$ cat config.mk
export PLATFORM = sky130hd
export DESIGN_NAME = tempo_step_clock_follower
export DESIGN_NICKNAME = d
export VERILOG_FILES = /design/src/tscf_pkg.sv /design/src/tscf_div.sv /design/src/tscf_mul.sv /design/src/tempo_step_clock_follower.sv
export SDC_FILE = /design/constraint.sdc
export NUM_CORES = 1
export LEC_CHECK = 0
export BUFFER_PORTS_ARGS = -buffer_cell sky130_fd_sc_hd__clkbuf_2
export CORE_MARGIN = 4
export CORE_UTILIZATION = 55
export DETAILED_ROUTE_END_ITERATION = 12
export HOLD_SLACK_MARGIN = 0.12
export PLACE_DENSITY = 0.74
export REMOVE_ABC_BUFFERS = 1
export SLEW_MARGIN = 25
export SYNTH_ARGS = -nofsm -noshare
export SYNTH_HDL_FRONTEND = slang
export SYNTH_HIERARCHICAL = 1
export SYNTH_SLANG_ARGS = --single-unit
$ cat constraint.sdc
create_clock -name clk -period 3.05 [get_ports clk]
set_clock_uncertainty 0.05 [all_clocks]
set_input_delay 0.61 -clock clk [delete_from_list [all_inputs] [get_ports clk]]
set_output_delay 0.61 -clock clk [all_outputs]
set_load 0.005 [all_outputs]
$ cat src/tscf_pkg.sv
`timescale 1ns / 1ps
`default_nettype none
// ----------------------------------------------------------------------------
// tscf_pkg: shared constants and types for the tempo step clock follower
// Request codes, register indexes, reset values and the divider control bundle.
// ----------------------------------------------------------------------------
package tscf_pkg;

    localparam int unsigned DEF_TIME_WIDTH = 24;
    localparam int unsigned DEF_MAX_FACTOR = 16;

    localparam int unsigned STEP_W        = 8;
    localparam int unsigned FACTOR_REG_W  = 5;
    localparam int unsigned FACTOR_EXT_W  = 7;
    localparam int unsigned DEN_W         = 8;
    localparam int unsigned DIV_CNT_W     = 6;
    localparam int unsigned OP_W          = 2;
    localparam int unsigned CFG_INDEX_W   = 2;
    localparam int unsigned CFG_DATA_W    = 8;

    localparam int unsigned RESET_PERIOD    = 60000 / 90;
    localparam int unsigned RESET_MAX_STEPS = 16;

    localparam logic [OP_W-1:0] OP_TICK  = 2'd0;
    localparam logic [OP_W-1:0] OP_SYNC  = 2'd1;
    localparam logic [OP_W-1:0] OP_PULSE = 2'd2;

    localparam logic [CFG_INDEX_W-1:0] CFG_MAX_STEPS   = 2'd0;
    localparam logic [CFG_INDEX_W-1:0] CFG_RATE_MODE   = 2'd1;
    localparam logic [CFG_INDEX_W-1:0] CFG_RATE_FACTOR = 2'd2;

    typedef struct packed {
        logic                 start;
        logic [DIV_CNT_W-1:0] bits;
    } div_ctrl_t;

endpackage
`default_nettype wire

$ cat src/tscf_div.sv
`timescale 1ns / 1ps
`default_nettype none
// ----------------------------------------------------------------------------
// tscf_div: bit-serial restoring divider
// One quotient bit per cycle, most significant first, over a left-aligned
// dividend of ctrl.bits bits; the divisor must be non-zero and held stable.
// ----------------------------------------------------------------------------
module tscf_div
    import tscf_pkg::*;
#(
    parameter int unsigned N = DEF_TIME_WIDTH
)
(
    input  wire logic            clk,
    input  wire logic            rst_n,
    input  wire div_ctrl_t       ctrl,
    input  wire logic [N-1:0]    dividend,
    input  wire logic [DEN_W-1:0] divisor,
    output logic                 done,
    output logic [N-1:0]         quotient,
    output logic [DEN_W-1:0]     remainder
);

    logic [N-1:0]         shift_reg, shift_next;
    logic [DEN_W-1:0]     rem_reg, rem_next;
    logic [DIV_CNT_W-1:0] cnt_reg, cnt_next;
    logic                 busy_reg, busy_next;
    logic                 done_reg, done_next;
    logic [DEN_W:0]       trial;
    logic [DEN_W:0]       diff;
    logic                 fits;

    always_comb
    begin
        trial      = {rem_reg, shift_reg[N-1]};
        diff       = trial - {1'b0, divisor};
        fits       = (trial >= {1'b0, divisor});
        shift_next = shift_reg;
        rem_next   = rem_reg;
        cnt_next   = cnt_reg;
        busy_next  = busy_reg;
        done_next  = 1'b0;
        if (ctrl.start)
        begin
            shift_next = dividend;
            rem_next   = '0;
            cnt_next   = ctrl.bits;
            busy_next  = 1'b1;
        end
        else if (busy_reg)
        begin
            // shift the quotient bit in where the dividend bit left
            shift_next = {shift_reg[N-2:0], fits};
            rem_next   = fits ? diff[DEN_W-1:0] : trial[DEN_W-1:0];
            cnt_next   = cnt_reg - 1'b1;
            if (cnt_reg == DIV_CNT_W'(1))
            begin
                busy_next = 1'b0;
                done_next = 1'b1;
            end
        end
    end

    always_ff @(posedge clk or negedge rst_n)
    begin
        if (!rst_n)
        begin
            cnt_reg  <= '0;
            busy_reg <= 1'b0;
            done_reg <= 1'b0;
        end
        else
        begin
            cnt_reg  <= cnt_next;
            busy_reg <= busy_next;
            done_reg <= done_next;
        end
    end

    always_ff @(posedge clk)
    begin
        shift_reg <= shift_next;
        rem_reg   <= rem_next;
    end

    assign done      = done_reg;
    assign quotient  = shift_reg;
    assign remainder = rem_reg;

endmodule
`default_nettype wire

$ cat src/tscf_mul.sv
`timescale 1ns / 1ps
`default_nettype none
// ----------------------------------------------------------------------------
// tscf_mul: bit-serial shift-add multiplier with saturation
// Walks the narrow multiplier one bit per cycle, most significant first, and
// clamps the product to the all-ones time value.
// ----------------------------------------------------------------------------
module tscf_mul
    import tscf_pkg::*;
#(
    parameter int unsigned TW = DEF_TIME_WIDTH,
    parameter int unsigned FW = 5
)
(
    input  wire logic          clk,
    input  wire logic          rst_n,
    input  wire logic          start,
    input  wire logic [TW-1:0] mcand,
    input  wire logic [FW-1:0] mplier,
    output logic               done,
    output logic [TW-1:0]      product
);

    localparam int unsigned ACC_W = TW + FW;
    localparam int unsigned CNT_W = $clog2(FW + 1);

    logic [ACC_W-1:0] acc_reg, acc_next;
    logic [FW-1:0]    bits_reg, bits_next;
    logic [CNT_W-1:0] cnt_reg, cnt_next;
    logic             busy_reg, busy_next;
    logic             done_reg, done_next;

    always_comb
    begin
        acc_next  = acc_reg;
        bits_next = bits_reg;
        cnt_next  = cnt_reg;
        busy_next = busy_reg;
        done_next = 1'b0;
        if (start)
        begin
            acc_next  = '0;
            bits_next = mplier;
            cnt_next  = CNT_W'(FW);
            busy_next = 1'b1;
        end
        else if (busy_reg)
        begin
            acc_next  = {acc_reg[ACC_W-2:0], 1'b0}
                      + (bits_reg[FW-1] ? ACC_W'(mcand) : '0);
            bits_next = {bits_reg[FW-2:0], 1'b0};
            cnt_next  = cnt_reg - 1'b1;
            if (cnt_reg == CNT_W'(1))
            begin
                busy_next = 1'b0;
                done_next = 1'b1;
            end
        end
    end

    always_ff @(posedge clk or negedge rst_n)
    begin
        if (!rst_n)
        begin
            cnt_reg  <= '0;
            busy_reg <= 1'b0;
            done_reg <= 1'b0;
        end
        else
        begin
            cnt_reg  <= cnt_next;
            busy_reg <= busy_next;
            done_reg <= done_next;
        end
    end

    always_ff @(posedge clk)
    begin
        acc_reg  <= acc_next;
        bits_reg <= bits_next;
    end

    assign done    = done_reg;
    assign product = (|acc_reg[ACC_W-1:TW]) ? {TW{1'b1}} : acc_reg[TW-1:0];

endmodule
`default_nettype wire

$ cat src/tempo_step_clock_follower.sv
`timescale 1ns / 1ps
`default_nettype none
// ----------------------------------------------------------------------------
// tempo_step_clock_follower: sequencer step clock locked to a master clock
// Counts millisecond ticks against the step period, takes the period from
// master syncs or external pulses, and advances the wrapping step counter.
// ----------------------------------------------------------------------------
//  channel   handshake                fields
//  item      item_valid / item_ready  op, master_period_ms, master_step
//  result    result_valid / result_ready
//                                     step_fired, step_index, period_out_ms,
//                                     elapsed_out_ms
//  config    cfg_we                   cfg_index, cfg_data
//
// One request at a time. A step advance runs a serial modulo of the counter
// (9 bits) on the shared divider. A divide-mode sync runs the divider over
// TIME_WIDTH bits and then the step advance; a multiply-mode sync runs the
// shift-add multiplier, then an 8-bit modulo of the master step, and the step
// advance only when that modulo leaves no remainder.
// A result waiting in the output register holds the block only once the next
// request has finished. Reset clears the step counter and elapsed time, and
// restores the period (666 ms) and the configuration registers to defaults.
// ----------------------------------------------------------------------------
module tempo_step_clock_follower
    import tscf_pkg::*;
#(
    parameter int unsigned TIME_WIDTH = DEF_TIME_WIDTH,
    parameter int unsigned MAX_FACTOR = DEF_MAX_FACTOR
)
(
    input  wire logic                   clk,
    input  wire logic                   rst_n,
    input  wire logic                   cfg_we,
    input  wire logic [CFG_INDEX_W-1:0] cfg_index,
    input  wire logic [CFG_DATA_W-1:0]  cfg_data,
    input  wire logic                   item_valid,
    output logic                        item_ready,
    input  wire logic [OP_W-1:0]        op,
    input  wire logic [TIME_WIDTH-1:0]  master_period_ms,
    input  wire logic [STEP_W-1:0]      master_step,
    output logic                        result_valid,
    input  wire logic                   result_ready,
    output logic                        step_fired,
    output logic [STEP_W-1:0]           step_index,
    output logic [TIME_WIDTH-1:0]       period_out_ms,
    output logic [TIME_WIDTH-1:0]       elapsed_out_ms
);

    localparam int unsigned FW = $clog2(MAX_FACTOR + 1);

    localparam logic [3:0] S_IDLE      = 4'd0;
    localparam logic [3:0] S_DISPATCH  = 4'd1;
    localparam logic [3:0] S_MUL       = 4'd2;
    localparam logic [3:0] S_SDIV      = 4'd3;
    localparam logic [3:0] S_PDIV      = 4'd4;
    localparam logic [3:0] S_ADV_START = 4'd5;
    localparam logic [3:0] S_ADV       = 4'd6;
    localparam logic [3:0] S_DONE      = 4'd7;

    logic [3:0]              state_reg, state_next;
    logic [STEP_W-1:0]       max_steps_reg;
    logic                    rate_mode_reg;
    logic [FACTOR_REG_W-1:0] rate_factor_reg;
    logic [STEP_W-1:0]       step_counter_reg, step_counter_next;
    logic [TIME_WIDTH-1:0]   period_reg, period_next;
    logic [TIME_WIDTH-1:0]   elapsed_reg, elapsed_next;
    logic                    fired_reg, fired_next;
    logic [OP_W-1:0]         op_reg;
    logic [TIME_WIDTH-1:0]   mper_reg;
    logic [STEP_W-1:0]       mstep_reg;
    logic                    res_valid_reg, res_valid_next;
    logic                    res_fired_reg;
    logic [STEP_W-1:0]       res_step_reg;
    logic [TIME_WIDTH-1:0]   res_period_reg;
    logic [TIME_WIDTH-1:0]   res_elapsed_reg;

    logic [FACTOR_EXT_W-1:0] factor_ext;
    logic [FACTOR_EXT_W-1:0] eff_factor;
    logic [STEP_W-1:0]       eff_max;
    logic [STEP_W:0]         cnt_plus1;
    logic [TIME_WIDTH-1:0]   elapsed_inc;
    logic                    item_take;
    logic                    res_load;

    div_ctrl_t               div_ctrl;
    logic [TIME_WIDTH-1:0]   div_dividend;
    logic [DEN_W-1:0]        div_divisor;
    logic                    div_done;
    logic [TIME_WIDTH-1:0]   div_quotient;
    logic [DEN_W-1:0]        div_remainder;
    logic                    mul_start;
    logic                    mul_done;
    logic [TIME_WIDTH-1:0]   mul_product;

    // clamp the factor into 1..MAX_FACTOR
    always_comb
    begin
        factor_ext = FACTOR_EXT_W'(rate_factor_reg);
        if (factor_ext == '0)
            eff_factor = FACTOR_EXT_W'(1);
        else if (factor_ext > FACTOR_EXT_W'(MAX_FACTOR))
            eff_factor = FACTOR_EXT_W'(MAX_FACTOR);
        else
            eff_factor = factor_ext;
    end

    assign eff_max     = (max_steps_reg == '0) ? STEP_W'(1) : max_steps_reg;
    assign cnt_plus1   = {1'b0, step_counter_reg} + (STEP_W+1)'(1);
    assign elapsed_inc = (&elapsed_reg) ? elapsed_reg : elapsed_reg + 1'b1;
    assign item_ready  = (state_reg == S_IDLE);
    assign item_take   = item_valid && item_ready;
    assign res_load    = (state_reg == S_DONE) && (!res_valid_reg || result_ready);

    // divider operand selection follows the sequencer state
    always_comb
    begin
        div_ctrl.start = 1'b0;
        div_ctrl.bits  = DIV_CNT_W'(TIME_WIDTH);
        div_dividend   = mper_reg;
        div_divisor    = DEN_W'(eff_factor);
        mul_start      = 1'b0;
        case (state_reg)
            S_DISPATCH:
            begin
                if (op_reg == OP_SYNC)
                begin
                    mul_start      = rate_mode_reg;
                    div_ctrl.start = !rate_mode_reg;
                end
            end
            S_MUL:
            begin
                div_ctrl.start = mul_done;
                div_ctrl.bits  = DIV_CNT_W'(STEP_W);
                div_dividend   = {mstep_reg, {(TIME_WIDTH-STEP_W){1'b0}}};
            end
            S_ADV_START:
            begin
                div_ctrl.start = 1'b1;
                div_ctrl.bits  = DIV_CNT_W'(STEP_W + 1);
                div_dividend   = {cnt_plus1, {(TIME_WIDTH-STEP_W-1){1'b0}}};
                div_divisor    = eff_max;
            end
            S_ADV:
            begin
                div_divisor = eff_max;
            end
            default:
            begin
                div_ctrl.start = 1'b0;
            end
        endcase
    end

    always_comb
    begin
        state_next        = state_reg;
        step_counter_next = step_counter_reg;
        period_next       = period_reg;
        elapsed_next      = elapsed_reg;
        fired_next        = fired_reg;
        res_valid_next    = res_valid_reg;
        if (result_valid && result_ready)
            res_valid_next = 1'b0;
        case (state_reg)
            S_IDLE:
            begin
                fired_next = 1'b0;
                if (item_take)
                    state_next = S_DISPATCH;
            end
            S_DISPATCH:
            begin
                case (op_reg)
                    OP_TICK:
                    begin
                        elapsed_next = elapsed_inc;
                        state_next   = (elapsed_inc > period_reg) ? S_ADV_START : S_DONE;
                    end
                    OP_SYNC:
                    begin
                        state_next = rate_mode_reg ? S_MUL : S_PDIV;
                    end
                    OP_PULSE:
                    begin
                        period_next = elapsed_reg;
                        state_next  = S_ADV_START;
                    end
                    default:
                    begin
                        state_next = S_DONE;
                    end
                endcase
            end
            S_MUL:
            begin
                if (mul_done)
                begin
                    period_next = mul_product;
                    state_next  = S_SDIV;
                end
            end
            S_SDIV:
            begin
                if (div_done)
                    state_next = (div_remainder == '0) ? S_ADV_START : S_DONE;
            end
            S_PDIV:
            begin
                if (div_done)
                begin
                    period_next = div_quotient;
                    state_next  = S_ADV_START;
                end
            end
            S_ADV_START:
            begin
                state_next = S_ADV;
            end
            S_ADV:
            begin
                if (div_done)
                begin
                    step_counter_next = div_remainder;
                    elapsed_next      = '0;
                    fired_next        = 1'b1;
                    state_next        = S_DONE;
                end
            end
            S_DONE:
            begin
                if (res_load)
                begin
                    res_valid_next = 1'b1;
                    state_next     = S_IDLE;
                end
            end
            default:
            begin
                state_next = S_IDLE;
            end
        endcase
    end

    always_ff @(posedge clk or negedge rst_n)
    begin
        if (!rst_n)
        begin
            state_reg        <= S_IDLE;
            max_steps_reg    <= STEP_W'(RESET_MAX_STEPS);
            rate_mode_reg    <= 1'b0;
            rate_factor_reg  <= FACTOR_REG_W'(1);
            step_counter_reg <= '0;
            period_reg       <= TIME_WIDTH'(RESET_PERIOD);
            elapsed_reg      <= '0;
            fired_reg        <= 1'b0;
            res_valid_reg    <= 1'b0;
        end
        else
        begin
            state_reg        <= state_next;
            step_counter_reg <= step_counter_next;
            period_reg       <= period_next;
            elapsed_reg      <= elapsed_next;
            fired_reg        <= fired_next;
            res_valid_reg    <= res_valid_next;
            if (cfg_we)
            begin
                case (cfg_index)
                    CFG_MAX_STEPS:   max_steps_reg   <= cfg_data;
                    CFG_RATE_MODE:   rate_mode_reg   <= cfg_data[0];
                    CFG_RATE_FACTOR: rate_factor_reg <= cfg_data[FACTOR_REG_W-1:0];
                    default:         max_steps_reg   <= max_steps_reg;
                endcase
            end
        end
    end

    always_ff @(posedge clk)
    begin
        if (item_take)
        begin
            op_reg    <= op;
            mper_reg  <= master_period_ms;
            mstep_reg <= master_step;
        end
        if (res_load)
        begin
            res_fired_reg   <= fired_reg;
            res_step_reg    <= step_counter_reg;
            res_period_reg  <= period_reg;
            res_elapsed_reg <= elapsed_reg;
        end
    end

    tscf_div #(
        .N (TIME_WIDTH)
    ) u_div (
        .clk       (clk),
        .rst_n     (rst_n),
        .ctrl      (div_ctrl),
        .dividend  (div_dividend),
        .divisor   (div_divisor),
        .done      (div_done),
        .quotient  (div_quotient),
        .remainder (div_remainder)
    );

    tscf_mul #(
        .TW (TIME_WIDTH),
        .FW (FW)
    ) u_mul (
        .clk     (clk),
        .rst_n   (rst_n),
        .start   (mul_start),
        .mcand   (mper_reg),
        .mplier  (eff_factor[FW-1:0]),
        .done    (mul_done),
        .product (mul_product)
    );

    assign result_valid   = res_valid_reg;
    assign step_fired     = res_fired_reg;
    assign step_index     = res_step_reg;
    assign period_out_ms  = res_period_reg;
    assign elapsed_out_ms = res_elapsed_reg;

endmodule
`default_nettype wire

Word-level counts from Yosys, hierarchy flattened
Index checks and enable logic that the tools add are counted.
{"block": "classes", "add_sub_neg": 6, "magnitude_cmp": 3, "eq_ne": 21, "n_mux": 57, "n_reduce_logical": 28}
{"cell": "two-way mux 24 bit", "n": 10}
{"cell": "one-hot mux 24 bit (2 select lines)", "n": 2}
{"cell": "one-hot mux 24 bit (3 select lines)", "n": 1}
{"cell": "one-hot mux 4 bit (8 select lines)", "n": 1}
{"cell": "adder 29 bit", "n": 1}
{"cell": "adder 24 x 1 -> 24 bit (second input constant)", "n": 1}
{"cell": "greater-than comparator 24 bit", "n": 1}
{"cell": "two-way mux 4 bit", "n": 6}
{"cell": "two-way mux 8 bit", "n": 3}
{"cell": "AND reduction 24 bit", "n": 1}
{"cell": "two-way mux 1 bit", "n": 19}
{"cell": "== test 4 x 3 -> 1 bit (second input constant)", "n": 4}
{"cell": "zero test 8 bit", "n": 2}
{"cell": "two-way mux 5 bit", "n": 3}
{"cell": "two-way mux 6 bit", "n": 2}
{"cell": "inequality test 2 x 1 -> 1 bit (second input constant)", "n": 5}
{"cell": "one-hot mux 5 bit (2 select lines)", "n": 1}
{"cell": "AND reduction 2 bit", "n": 5}
{"cell": "adder 8 x 1 -> 9 bit (second input constant)", "n": 1}
{"cell": "greater-or-equal comparator 9 x 8 -> 1 bit", "n": 1}
{"cell": "two-way mux 3 bit", "n": 3}
{"cell": "one-hot mux 3 bit (3 select lines)", "n": 1}
{"cell": "== test 4 x 2 -> 1 bit (second input constant)", "n": 2}
{"cell": "nonzero test 2 bit", "n": 4}
{"cell": "other kinds (26)", "n": 35}
{"block": "word_totals", "regBits": 246, "in_bits": 49, "out_inout_bits": 59, "elab_cells": 141}

Logic depth before layout (Yosys ltp)
Gate-level depths: netlist (run 1).
{"block": "depth", "ltp_word": 7, "ltp_mapped": 14, "ltp_nobuf": 13}

By module
Netlist (run 1), hierarchy kept.
{"module": "tempo_step_clock_follower", "instances": 1, "cells_each": 697, "area_each_um2": 7931.4, "seq_area_each_um2": 4618.2}
{"module": "tscf_mul", "instances": 1, "cells_each": 379, "area_each_um2": 3185.6, "seq_area_each_um2": 855.8}
{"module": "tscf_div", "instances": 1, "cells_each": 207, "area_each_um2": 2229.6, "seq_area_each_um2": 1081.0}

Worst setup path after synthesis (run 1)
Ideal clock, no wire load.
{"block": "synth_path", "path_kind": "register to register", "from": "register state_reg[2]", "to": "register u_div.shift_reg[0] (netlist: u_div/quotient[0]), data pin", "setup_ns": 0.260, "arrival_ns": 2.658, "t_required_ns": 2.740, "path_slack_ns": 0.082, "stages_incl_launch_ff": 12, "n_path_buf": 2, "period_less_slack_ns": 2.968, "path_cell_list": "dfrtp_1 > buf_2 > clkbuf_1 > o21ai_1 > mux2_2 > inv_1 > ha_1 > a21o_1 > a21oi_1 > o21a_1 > nand2_1 > mux2_2"}
{"block": "synth_via", "elab_chain_len": 6, "word_cells_on_any_way": 11, "cone_classes": "1 x order compare; 4 x eq/ne; 5 x mux; 1 x reduce/logical"}
{"element": "start: declaration", "line_no": "tempo_step_clock_follower.sv:60", "source": "logic [3:0] state_reg, state_next;"}
{"element": "start signal: assignment", "line_no": "tempo_step_clock_follower.sv:261", "source": "state_reg <= state_next;"}
{"element": "== test 4 x 3 -> 1 bit", "line_no": "tempo_step_clock_follower.sv:122", "source": "case (state_reg)"}
{"element": "OR reduction 2 bit (no source line) *"}
{"element": "two-way mux 8 bit *", "line_no": "tempo_step_clock_follower.sv:122"}
{"element": "named net div_divisor[3]", "line_no": "tempo_step_clock_follower.sv:87", "source": "logic [DEN_W-1:0] div_divisor;"}
{"element": "greater-or-equal comparator 9 x 8 -> 1 bit *", "line_no": "tscf_div.sv:37", "source": "fits = (trial >= {1'b0, divisor});"}
{"element": "two-way mux 24 bit *", "line_no": "tscf_div.sv:50", "source": "else if (busy_reg)"}
{"element": "two-way mux 24 bit *", "line_no": "tscf_div.sv:43", "source": "if (ctrl.start)"}
{"element": "named net u_div.shift_next[0]", "line_no": "tscf_div.sv:24", "source": "logic [N-1:0] shift_reg, shift_next;"}
{"element": "end signal: assignment", "line_no": "tscf_div.sv:82", "source": "shift_reg <= shift_next;"}
{"element": "end: declaration", "line_no": "tscf_div.sv:24"}
Mark *: on every way through the listed nets, which the timed path passes. The rest lies on a longest branch. The select of a mux whose other input is x is not followed.
A chain may end at the register's enable or synchronous reset.

Worst setup path in the final report (run 1)
{"block": "layout_path", "from": "register elapsed_reg[16]", "to": "register state_reg[1]"}
{"block": "layout_via", "elab_chain_len": 6, "word_cells_on_any_way": 7, "cone_classes": "1 x add/sub; 1 x order compare; 4 x mux; 1 x reduce/logical"}
{"element": "start: declaration", "line_no": "tempo_step_clock_follower.sv:66", "source": "logic [TIME_WIDTH-1:0] elapsed_reg, elapsed_next;"}
{"element": "start signal: assignment", "line_no": "tempo_step_clock_follower.sv:264", "source": "elapsed_reg <= elapsed_next;"}
{"element": "adder 24 x 1 -> 24 bit / AND reduction 24 bit (equally long branches)", "line_no": "tempo_step_clock_follower.sv:109", "source": "assign elapsed_inc = (&elapsed_reg) ? elapsed_reg : elapsed_reg + 1'b1;"}
{"element": "two-way mux 24 bit *", "line_no": "tempo_step_clock_follower.sv:109"}
{"element": "greater-than comparator 24 bit *", "line_no": "tempo_step_clock_follower.sv:178", "source": "state_next = (elapsed_inc > period_reg) ? S_ADV_START : S_DONE;"}
{"element": "two-way mux 2 bit *", "line_no": "tempo_step_clock_follower.sv:178"}
{"element": "one-hot mux 3 bit (3 select lines) *", "line_no": "tempo_step_clock_follower.sv:174", "source": "case (op_reg)"}
{"element": "one-hot mux 4 bit (8 select lines) *", "line_no": "tempo_step_clock_follower.sv:165", "source": "case (state_reg)"}
Every way passes the cells marked *; elsewhere a longest branch is shown, timed or not.

==> results.sh, run 1 <==
export IMPL_status="finished, final reports clean"
export IMPL_detailed_route_drc_error_count=0
export IMPL_fillerInstances=1865
export IMPL_grt_util_met1_pct=32.11
export IMPL_multi_input_area_um2=6329
export IMPL_first_pass_grt_wire_length_um=53030
export IMPL_largest_reg_flops=29
export IMPL_gr_usage_met3_pct=3.814
export IMPL_timing_slew_headroom_pct=48.65
export IMPL_regArea_um2=6555
export IMPL_area_growth_syn_to_layout_pct=18.09
export IMPL_critical_path_startpoint_type="flop"
export IMPL_drive_gt1_share_pct=24.42
export IMPL_htree_num_levels=1
export IMPL_placeableCoreArea_um2=23680
export IMPL_critical_path_slowest_cell="sky130_fd_sc_hd__dfrtp_1"
export IMPL_hold_violations=0
export IMPL_grt_pass1_vias=10380
export IMPL_syn_area_um2=13350
export IMPL_ffs_w_async_s_r_synth_pct=35.92
export IMPL_power_static_leakage_nw=6.660
export IMPL_cell_types_with_the_largest_area_share_after_synthesis="sky130_fd_sc_hd__edfxtp_1 27%, sky130_fd_sc_hd__dfrtp_1 15%, sky130_fd_sc_hd__ha_1 5.7%"
export IMPL_global_route_usage_met2_pct=42.18
export IMPL_final_max_slew_violation_count=0
export IMPL_p_per_area_nw_per_um2=975.7
export IMPL_synth_cells=1283
export IMPL_clock_tree_buffer_depth=3
export IMPL_setup_viol=0
export IMPL_vias=10580
export IMPL_crit_type="reg -> reg"
export IMPL_timing_critical_path_mode_cell="sky130_fd_sc_hd__buf_4"
export IMPL_fp_dieW_um=163.8
export IMPL_tightest_slew_ns=0.7692
export IMPL_cts_sink_count=245
export IMPL_timing_critical_path_to_type="flop"
export IMPL_worstPathMaxFanout=5
export IMPL_worstPathCellList="nand4_1 > nor4b_4 > buf_4 > a21oi_2 > buf_4 > xor2_1 > ha_1 > nand4_1 > nor4_2 > buf_4 > o31ai_1 > nand3_1 > a21oi_1"
export IMPL_portBuffers=107
export IMPL_first_pass_iters=5
export IMPL_synth_enable_flop_cells=120
export IMPL_yosys_top_cells_count="120 x sky130_fd_sc_hd__edfxtp_1, 106 x sky130_fd_sc_hd__nand2_1, 84 x sky130_fd_sc_hd__nor2_1"
export IMPL_synth_sequential_area_ratio_pct=49.11
export IMPL_gp_routability_congestion=0.9234
export IMPL_initial_util_pct=56.36
export IMPL_clk_root_buffer_cell="sky130_fd_sc_hd__clkbuf_16"
export IMPL_totalPowerFinal_mw=15.38
export IMPL_slowest_delay_ns=0.40
export IMPL_globalRouteOverflowTotal=0
export IMPL_dr_first_iter_drc_count=792
export IMPL_post_synth_top_count_cell="sky130_fd_sc_hd__edfxtp_1"
export IMPL_rsz_0062_raised_after_global_routing="true"
export IMPL_routed_wire_length_um=33580
export IMPL_dominantRegCellSynth="sky130_fd_sc_hd__edfxtp_1"
export IMPL_chipHeight_um=163.8
export IMPL_max_cap_violations=0
export IMPL_gr_max_usage_layer="met2"
export IMPL_clock_network_latency_to_the_later_pin_of_the_worst_skew_pair_ns=0.54
export IMPL_synth_top_cell_by_area="sky130_fd_sc_hd__edfxtp_1"
export IMPL_post_detailed_route_wirelength_per_cell_um=18.72
export IMPL_die_area_um2=26820
export IMPL_dp_hpwl_um=24190
export IMPL_largest_net_degree_at_the_start_of_global_routing=49
export IMPL_vdd_drop_max_uv=655.3
export IMPL_fin_worst_hold_slack_ns=0.2045
export IMPL_placement_rows=56
export IMPL_crit_required_ns=3.42
export IMPL_clk_transition_reported_paths_ns=0.07
export IMPL_synthesis_area_per_instance_um2=10.40
export IMPL_vias_per_cell=5.899
export IMPL_cts_tree="done"
export IMPL_gr_usage_all_layers_pct=24.67
export IMPL_timing_hold_worst_class="in -> reg"
export IMPL_antenna_found_initial=0
export IMPL_boundaryPins=108
export IMPL_post_synth_num_cell_types=88
export IMPL_synth_seq_cells=245
export IMPL_remaining_number_of_nets_flagged_by_the_antenna_check_after_routing=0
export IMPL_yosysTopAreaCellShare_pct=27.00
export IMPL_achievable_frequency_mhz=332.5
export IMPL_finish_net_count=1566
export IMPL_yosysWarnings=6
export IMPL_cp_arrival_ns=3.38
export IMPL_period_share_pct=98.62
export IMPL_cts_buffers=27
export IMPL_final_min_clock_period_ns=3.008
## kinds of logic after synthesis
family | synth area share, %
AND/OR/NAND/NOR | 16.50
AO/OA/AOI/OAI | 14.91
flip-flops | 49.11
buffers and inverters | 4.528
adder cells (fa/ha/maj) | 6.019
multiplexers | 5.137
XOR/XNOR | 3.741
other | 0.05627
## where the power goes
group	internal, mW	switching (mW)
combinational	2.82	3.55
clock	2.02	1.32
sequential	4.80	0.866
total	9.63	5.74
## area by class of cell
cell class	instances	share of cell area [%]
diodes	1	0.01588
inverters	60	1.429
clock inverters	12	0.9526
multi-input cells	911	40.15
well taps	319	2.532
flip-flops and latches	245	41.59
repair buffers	209	8.470
clock buffers	37	4.858
## worst paths after layout
| check | slack [ns] | depth (start not counted) | end | startpoint |
|---|---|---|---|---|
| max | 0.04 | 13 | state_reg[1] | elapsed_reg[16] |
| min | 0.20 | 1 | mper_reg[7] | master_period_ms[7] |
| max reg2reg | 0.04 | 13 | state_reg[1] | elapsed_reg[16] |
| min reg2reg | 0.40 | 0 | step_fired | fired_reg |
| max in group asynchronous | 1.55 | 3 | period_reg[4] | rst_n |
| min in group asynchronous | 0.59 | 2 | state_reg[1] | rst_n |
## worst max-delay path, delay by kind of cell, from the launching register on
family          cells  cell delay (ns)
flops               1             0.40
xor+xnor            1             0.14
buf+inv             3             0.49
fa+ha+maj           1             0.35
simple gates        5             1.26
compound gates      3             0.20
## through the flow
step	setup WS (ns)	area (um^2)	cells	setup TNS (ns)	util, %
5_1_grt	-0.1283	15760	1793	-0.2094	66.54
3_3_place_gp	-0.02071	14620	1730	-0.02071	61.75
6_report	0.04220	15760	1794	0	66.55
4_1_cts	0.02625	15580	1783	0	65.80
2_1_floorplan	-0.9192	12970	1216	-42.26	-
3_5_place_dp	-0.1234	14620	1730	-0.4018	61.75
## layer usage
layer / routed length (um) / share of wire (%)
met5: 0 / 0
met4: 1160 / 3.5
met3: 1899 / 5.7
met2: 16690 / 50
met1: 13840 / 41
## placed cells by master, fill, tap and decap left out, types with 5 or more instances in the layout
master                      instances
sky130_fd_sc_hd__clkbuf_1           7
sky130_fd_sc_hd__edfxtp_1         120
sky130_fd_sc_hd__a21oi_2            5
sky130_fd_sc_hd__mux2i_1           10
sky130_fd_sc_hd__o21ai_1           15
sky130_fd_sc_hd__clkbuf_2         106
sky130_fd_sc_hd__ha_1              58
sky130_fd_sc_hd__nor3_1            18
sky130_fd_sc_hd__or3_1             32
sky130_fd_sc_hd__buf_4             99
sky130_fd_sc_hd__dfxtp_1           37
sky130_fd_sc_hd__nor2_1            83
sky130_fd_sc_hd__and2_1            41
sky130_fd_sc_hd__a21oi_1           47
sky130_fd_sc_hd__and3_1             7
sky130_fd_sc_hd__dfstp_2            7
sky130_fd_sc_hd__nand2_1          106
sky130_fd_sc_hd__dfrtp_1           81
sky130_fd_sc_hd__nand2b_1          17
sky130_fd_sc_hd__o31ai_1           11
sky130_fd_sc_hd__nand3b_1           5
sky130_fd_sc_hd__a21o_1            24
sky130_fd_sc_hd__mux2_2            51
sky130_fd_sc_hd__a211oi_1           7
sky130_fd_sc_hd__a22oi_1           32
sky130_fd_sc_hd__nand4_1           19
sky130_fd_sc_hd__nor3b_1            5
sky130_fd_sc_hd__clkbuf_16         29
sky130_fd_sc_hd__nor2b_1           11
sky130_fd_sc_hd__clkinv_2           5
sky130_fd_sc_hd__o21bai_1           6
sky130_fd_sc_hd__inv_1             58
sky130_fd_sc_hd__xor2_1            18
sky130_fd_sc_hd__nor4_1             7
sky130_fd_sc_hd__a31oi_1           37
sky130_fd_sc_hd__o21ai_0           63
sky130_fd_sc_hd__nand3_1           37
sky130_fd_sc_hd__xnor2_1           39
## repair_timing
item / 4_1_cts / 5_1_grt
pin swaps: 0 / 13
resized for setup: 2 / 30
hold endpoints to repair: 43 / 0
buffers inserted: 3 / 10
hold buffers: 1 / 0
endpoints found under the setup margin: 10 / 16
No activity file was read; power rests on OpenSTA's default activity.
==> inputs of run 2 (changes only) <==
Settings changed: CORE_MARGIN 4 to 5, HOLD_SLACK_MARGIN 0.12 to 0.02.
==> results.sh, run 2 (same netlist as run 1, synthesis figures left out) <==
export IMPL_cts_tree="done"
export IMPL_area_growth_syn_to_layout_pct=17.71
export IMPL_worst_r2r_cell_count=12
export IMPL_largest_net_degree_at_the_start_of_global_routing=75
export IMPL_cts_hold_fix_buffers=0
export IMPL_achievable_frequency_mhz=336.2
export IMPL_largest_reg_flops=29
export IMPL_rsz_0062_raised_after_global_routing="true"
export IMPL_critical_path_top_delay_family="simple AND/OR/NAND/NOR gates"
export IMPL_crit_end="state_reg[1]"
export IMPL_first_pass_grt_wire_length_um=53160
export IMPL_drive_gt1_share_pct=23.63
export IMPL_final_max_slew_violation_count=0
export IMPL_fp_dieW_um=165.8
export IMPL_max_cap_violations=0
export IMPL_gp_routability_congestion=0.9329
export IMPL_worstPathCellList="ha_1 > and3_2 > and4_1 > a21boi_4 > nand4_1 > xnor2_1 > ha_1 > nand4_1 > a21oi_1 > o31ai_1 > nand3_1 > a21oi_1"
export IMPL_critical_path_slowest_cell="sky130_fd_sc_hd__dfrtp_1"
export IMPL_detailed_route_drc_error_count=0
export IMPL_cts_sink_count=245
export IMPL_htree_num_levels=1
export IMPL_fin_worst_hold_slack_ns=0.06362
export IMPL_regToRegEndpoint="state_reg[1]"
export IMPL_timing_hold_worst_class="in -> async"
export IMPL_placement_rows=57
export IMPL_clock_tree_buffer_depth=3
export IMPL_hold_violations=0
export IMPL_vias=10450
export IMPL_final_common_cell="sky130_fd_sc_hd__edfxtp_1"
export IMPL_status="finished, final reports clean"
export IMPL_layout_common_cells="120 x sky130_fd_sc_hd__edfxtp_1, 106 x sky130_fd_sc_hd__nand2_1, 106 x sky130_fd_sc_hd__clkbuf_2"
export IMPL_clock_network_latency_to_the_later_pin_of_the_worst_skew_pair_ns=0.53
export IMPL_routed_wire_length_um=33240
export IMPL_n_antenna_cell=0
export IMPL_post_route_util_pct=65.17
export IMPL_grt_pass1_vias=10170
export IMPL_initial_util_pct=55.37
export IMPL_cts_buffers=27
export IMPL_p_per_area_nw_per_um2=985.6
export IMPL_fillerInstances=1935
export IMPL_worstPathMaxFanout=5
export IMPL_crit_required_ns=3.45
export IMPL_clk_root_buffer_cell="sky130_fd_sc_hd__clkbuf_16"
export IMPL_die_area_um2=27480
export IMPL_dr_first_iter_drc_count=978
export IMPL_clk_transition_reported_paths_ns=0.06
export IMPL_remaining_number_of_nets_flagged_by_the_antenna_check_after_routing=0
export IMPL_boundaryPins=108
export IMPL_r2r_setup_slack_ns=0.08
export IMPL_post_detailed_route_wirelength_per_cell_um=18.67
export IMPL_placeableCoreArea_um2=24110
export IMPL_path_buf_inv=0
export IMPL_slowest_delay_ns=0.38
export IMPL_finish_net_count=1548
export IMPL_chipHeight_um=165.8
export IMPL_portBuffers=107
export IMPL_dp_hpwl_um=23880
export IMPL_gr_usage_all_layers_pct=23.28
export IMPL_timing_rr_start="elapsed_reg[0]"
export IMPL_critical_path_startpoint_type="flop"
export IMPL_crit_type="reg -> reg"
export IMPL_vias_per_cell=5.870
export IMPL_globalRouteOverflowTotal=0
export IMPL_power_static_leakage_nw=6.613
export IMPL_antenna_found_initial=0
export IMPL_timing_critical_path_to_type="flop"
export IMPL_final_min_clock_period_ns=2.974
export IMPL_period_share_pct=97.51
export IMPL_setup_viol=0
export IMPL_first_pass_iters=5
export IMPL_vdd_drop_max_uv=780.4
export IMPL_worst_setup_path_startpoint="elapsed_reg[0]"
export IMPL_timing_critical_path_depth=12
export IMPL_cp_arrival_ns=3.37
export IMPL_timing_slew_headroom_pct=48.50
export IMPL_tightest_slew_ns=0.7715
==> run 2: cell types whose count changed in the layout (fill, tap and decap cells not counted), moves of 3 or more <==
| cell | previous run | this run |
|---|---|---|
| sky130_fd_sc_hd__inv_6 | 0 | 3 |
| sky130_fd_sc_hd__a21oi_2 | 5 | 2 |
| sky130_fd_sc_hd__ha_4 | 0 | 3 |
| sky130_fd_sc_hd__clkbuf_1 | 7 | 4 |
| sky130_fd_sc_hd__buf_4 | 99 | 80 |
| sky130_fd_sc_hd__o21ai_0 | 63 | 60 |
==> run 2: worst min path at each step <==
stage | to | slack [ns] | depth (start not counted)
after floorplan | elapsed_reg[0] | 0.26 | 0
final | max_steps_reg[3] | 0.06 | 1
after CTS | mper_reg[16] | 0.19 | 1
after global routing | max_steps_reg[3] | 0.12 | 1
after global placement | step_fired | 0.38 | 0
after detailed placement | period_out_ms[6] | 0.41 | 0
==> run 2: cell type report <==
class	instances	area (um^2)	share of cell area, %
Inverter	60	225.2	1.434
Multi-Input combinational cell	911	6385	40.64
Tap cell	324	405.4	2.580
Sequential cell	245	6555	41.73
Timing Repair Buffer	191	1199	7.630
Clock buffer	33	718.2	4.572
Clock inverter	16	222.7	1.418
==> run 2: timing repair <==
| item | CTS | global route |
|---|---|---|
| gates resized for setup | 3 | 38 |
| endpoints found under the hold margin | 0 | 0 |
| gates cloned | 0 | 1 |
| pin swaps | 0 | 12 |
| endpoints found under the setup margin | 6 | 15 |
| setup buffers | 2 | 6 |
==> run 2: through the flow <==
step / worst slack [ns] / cell area, um^2 / power (mW) / cells / TNS, ns
finish: 0.07585 / 15710 / 15.48 / 1780 / 0
global route: -0.07271 / 15710 / 16.49 / 1780 / -0.09333
CTS: 0.02021 / 15500 / 15.34 / 1773 / 0
detailed placement: -0.1198 / 14530 / 11.82 / 1722 / -0.2374
global placement: -0.05448 / 14530 / 11.67 / 1722 / -0.05451
floorplan: -0.9192 / 12970 / 9.695 / 1216 / -42.26
==> run 2: power by group <==
group / total, mW / switching, mW / internal (mW)
logic: 6.36 / 3.55 / 2.81
clock network: 3.46 / 1.35 / 2.11
registers: 5.67 / 0.870 / 4.80
==> run 2: routing by layer <==
layer	global-route usage, %	share of wire [%]	up-vias	wire length (um)
met5	0	0	-	0
met3	3.380	5.2	69	1714
met2	39.56	49	337	16130
met1	31.56	43	5036	14420
met4	6.169	2.9	0	974
li1	-	-	5007	-
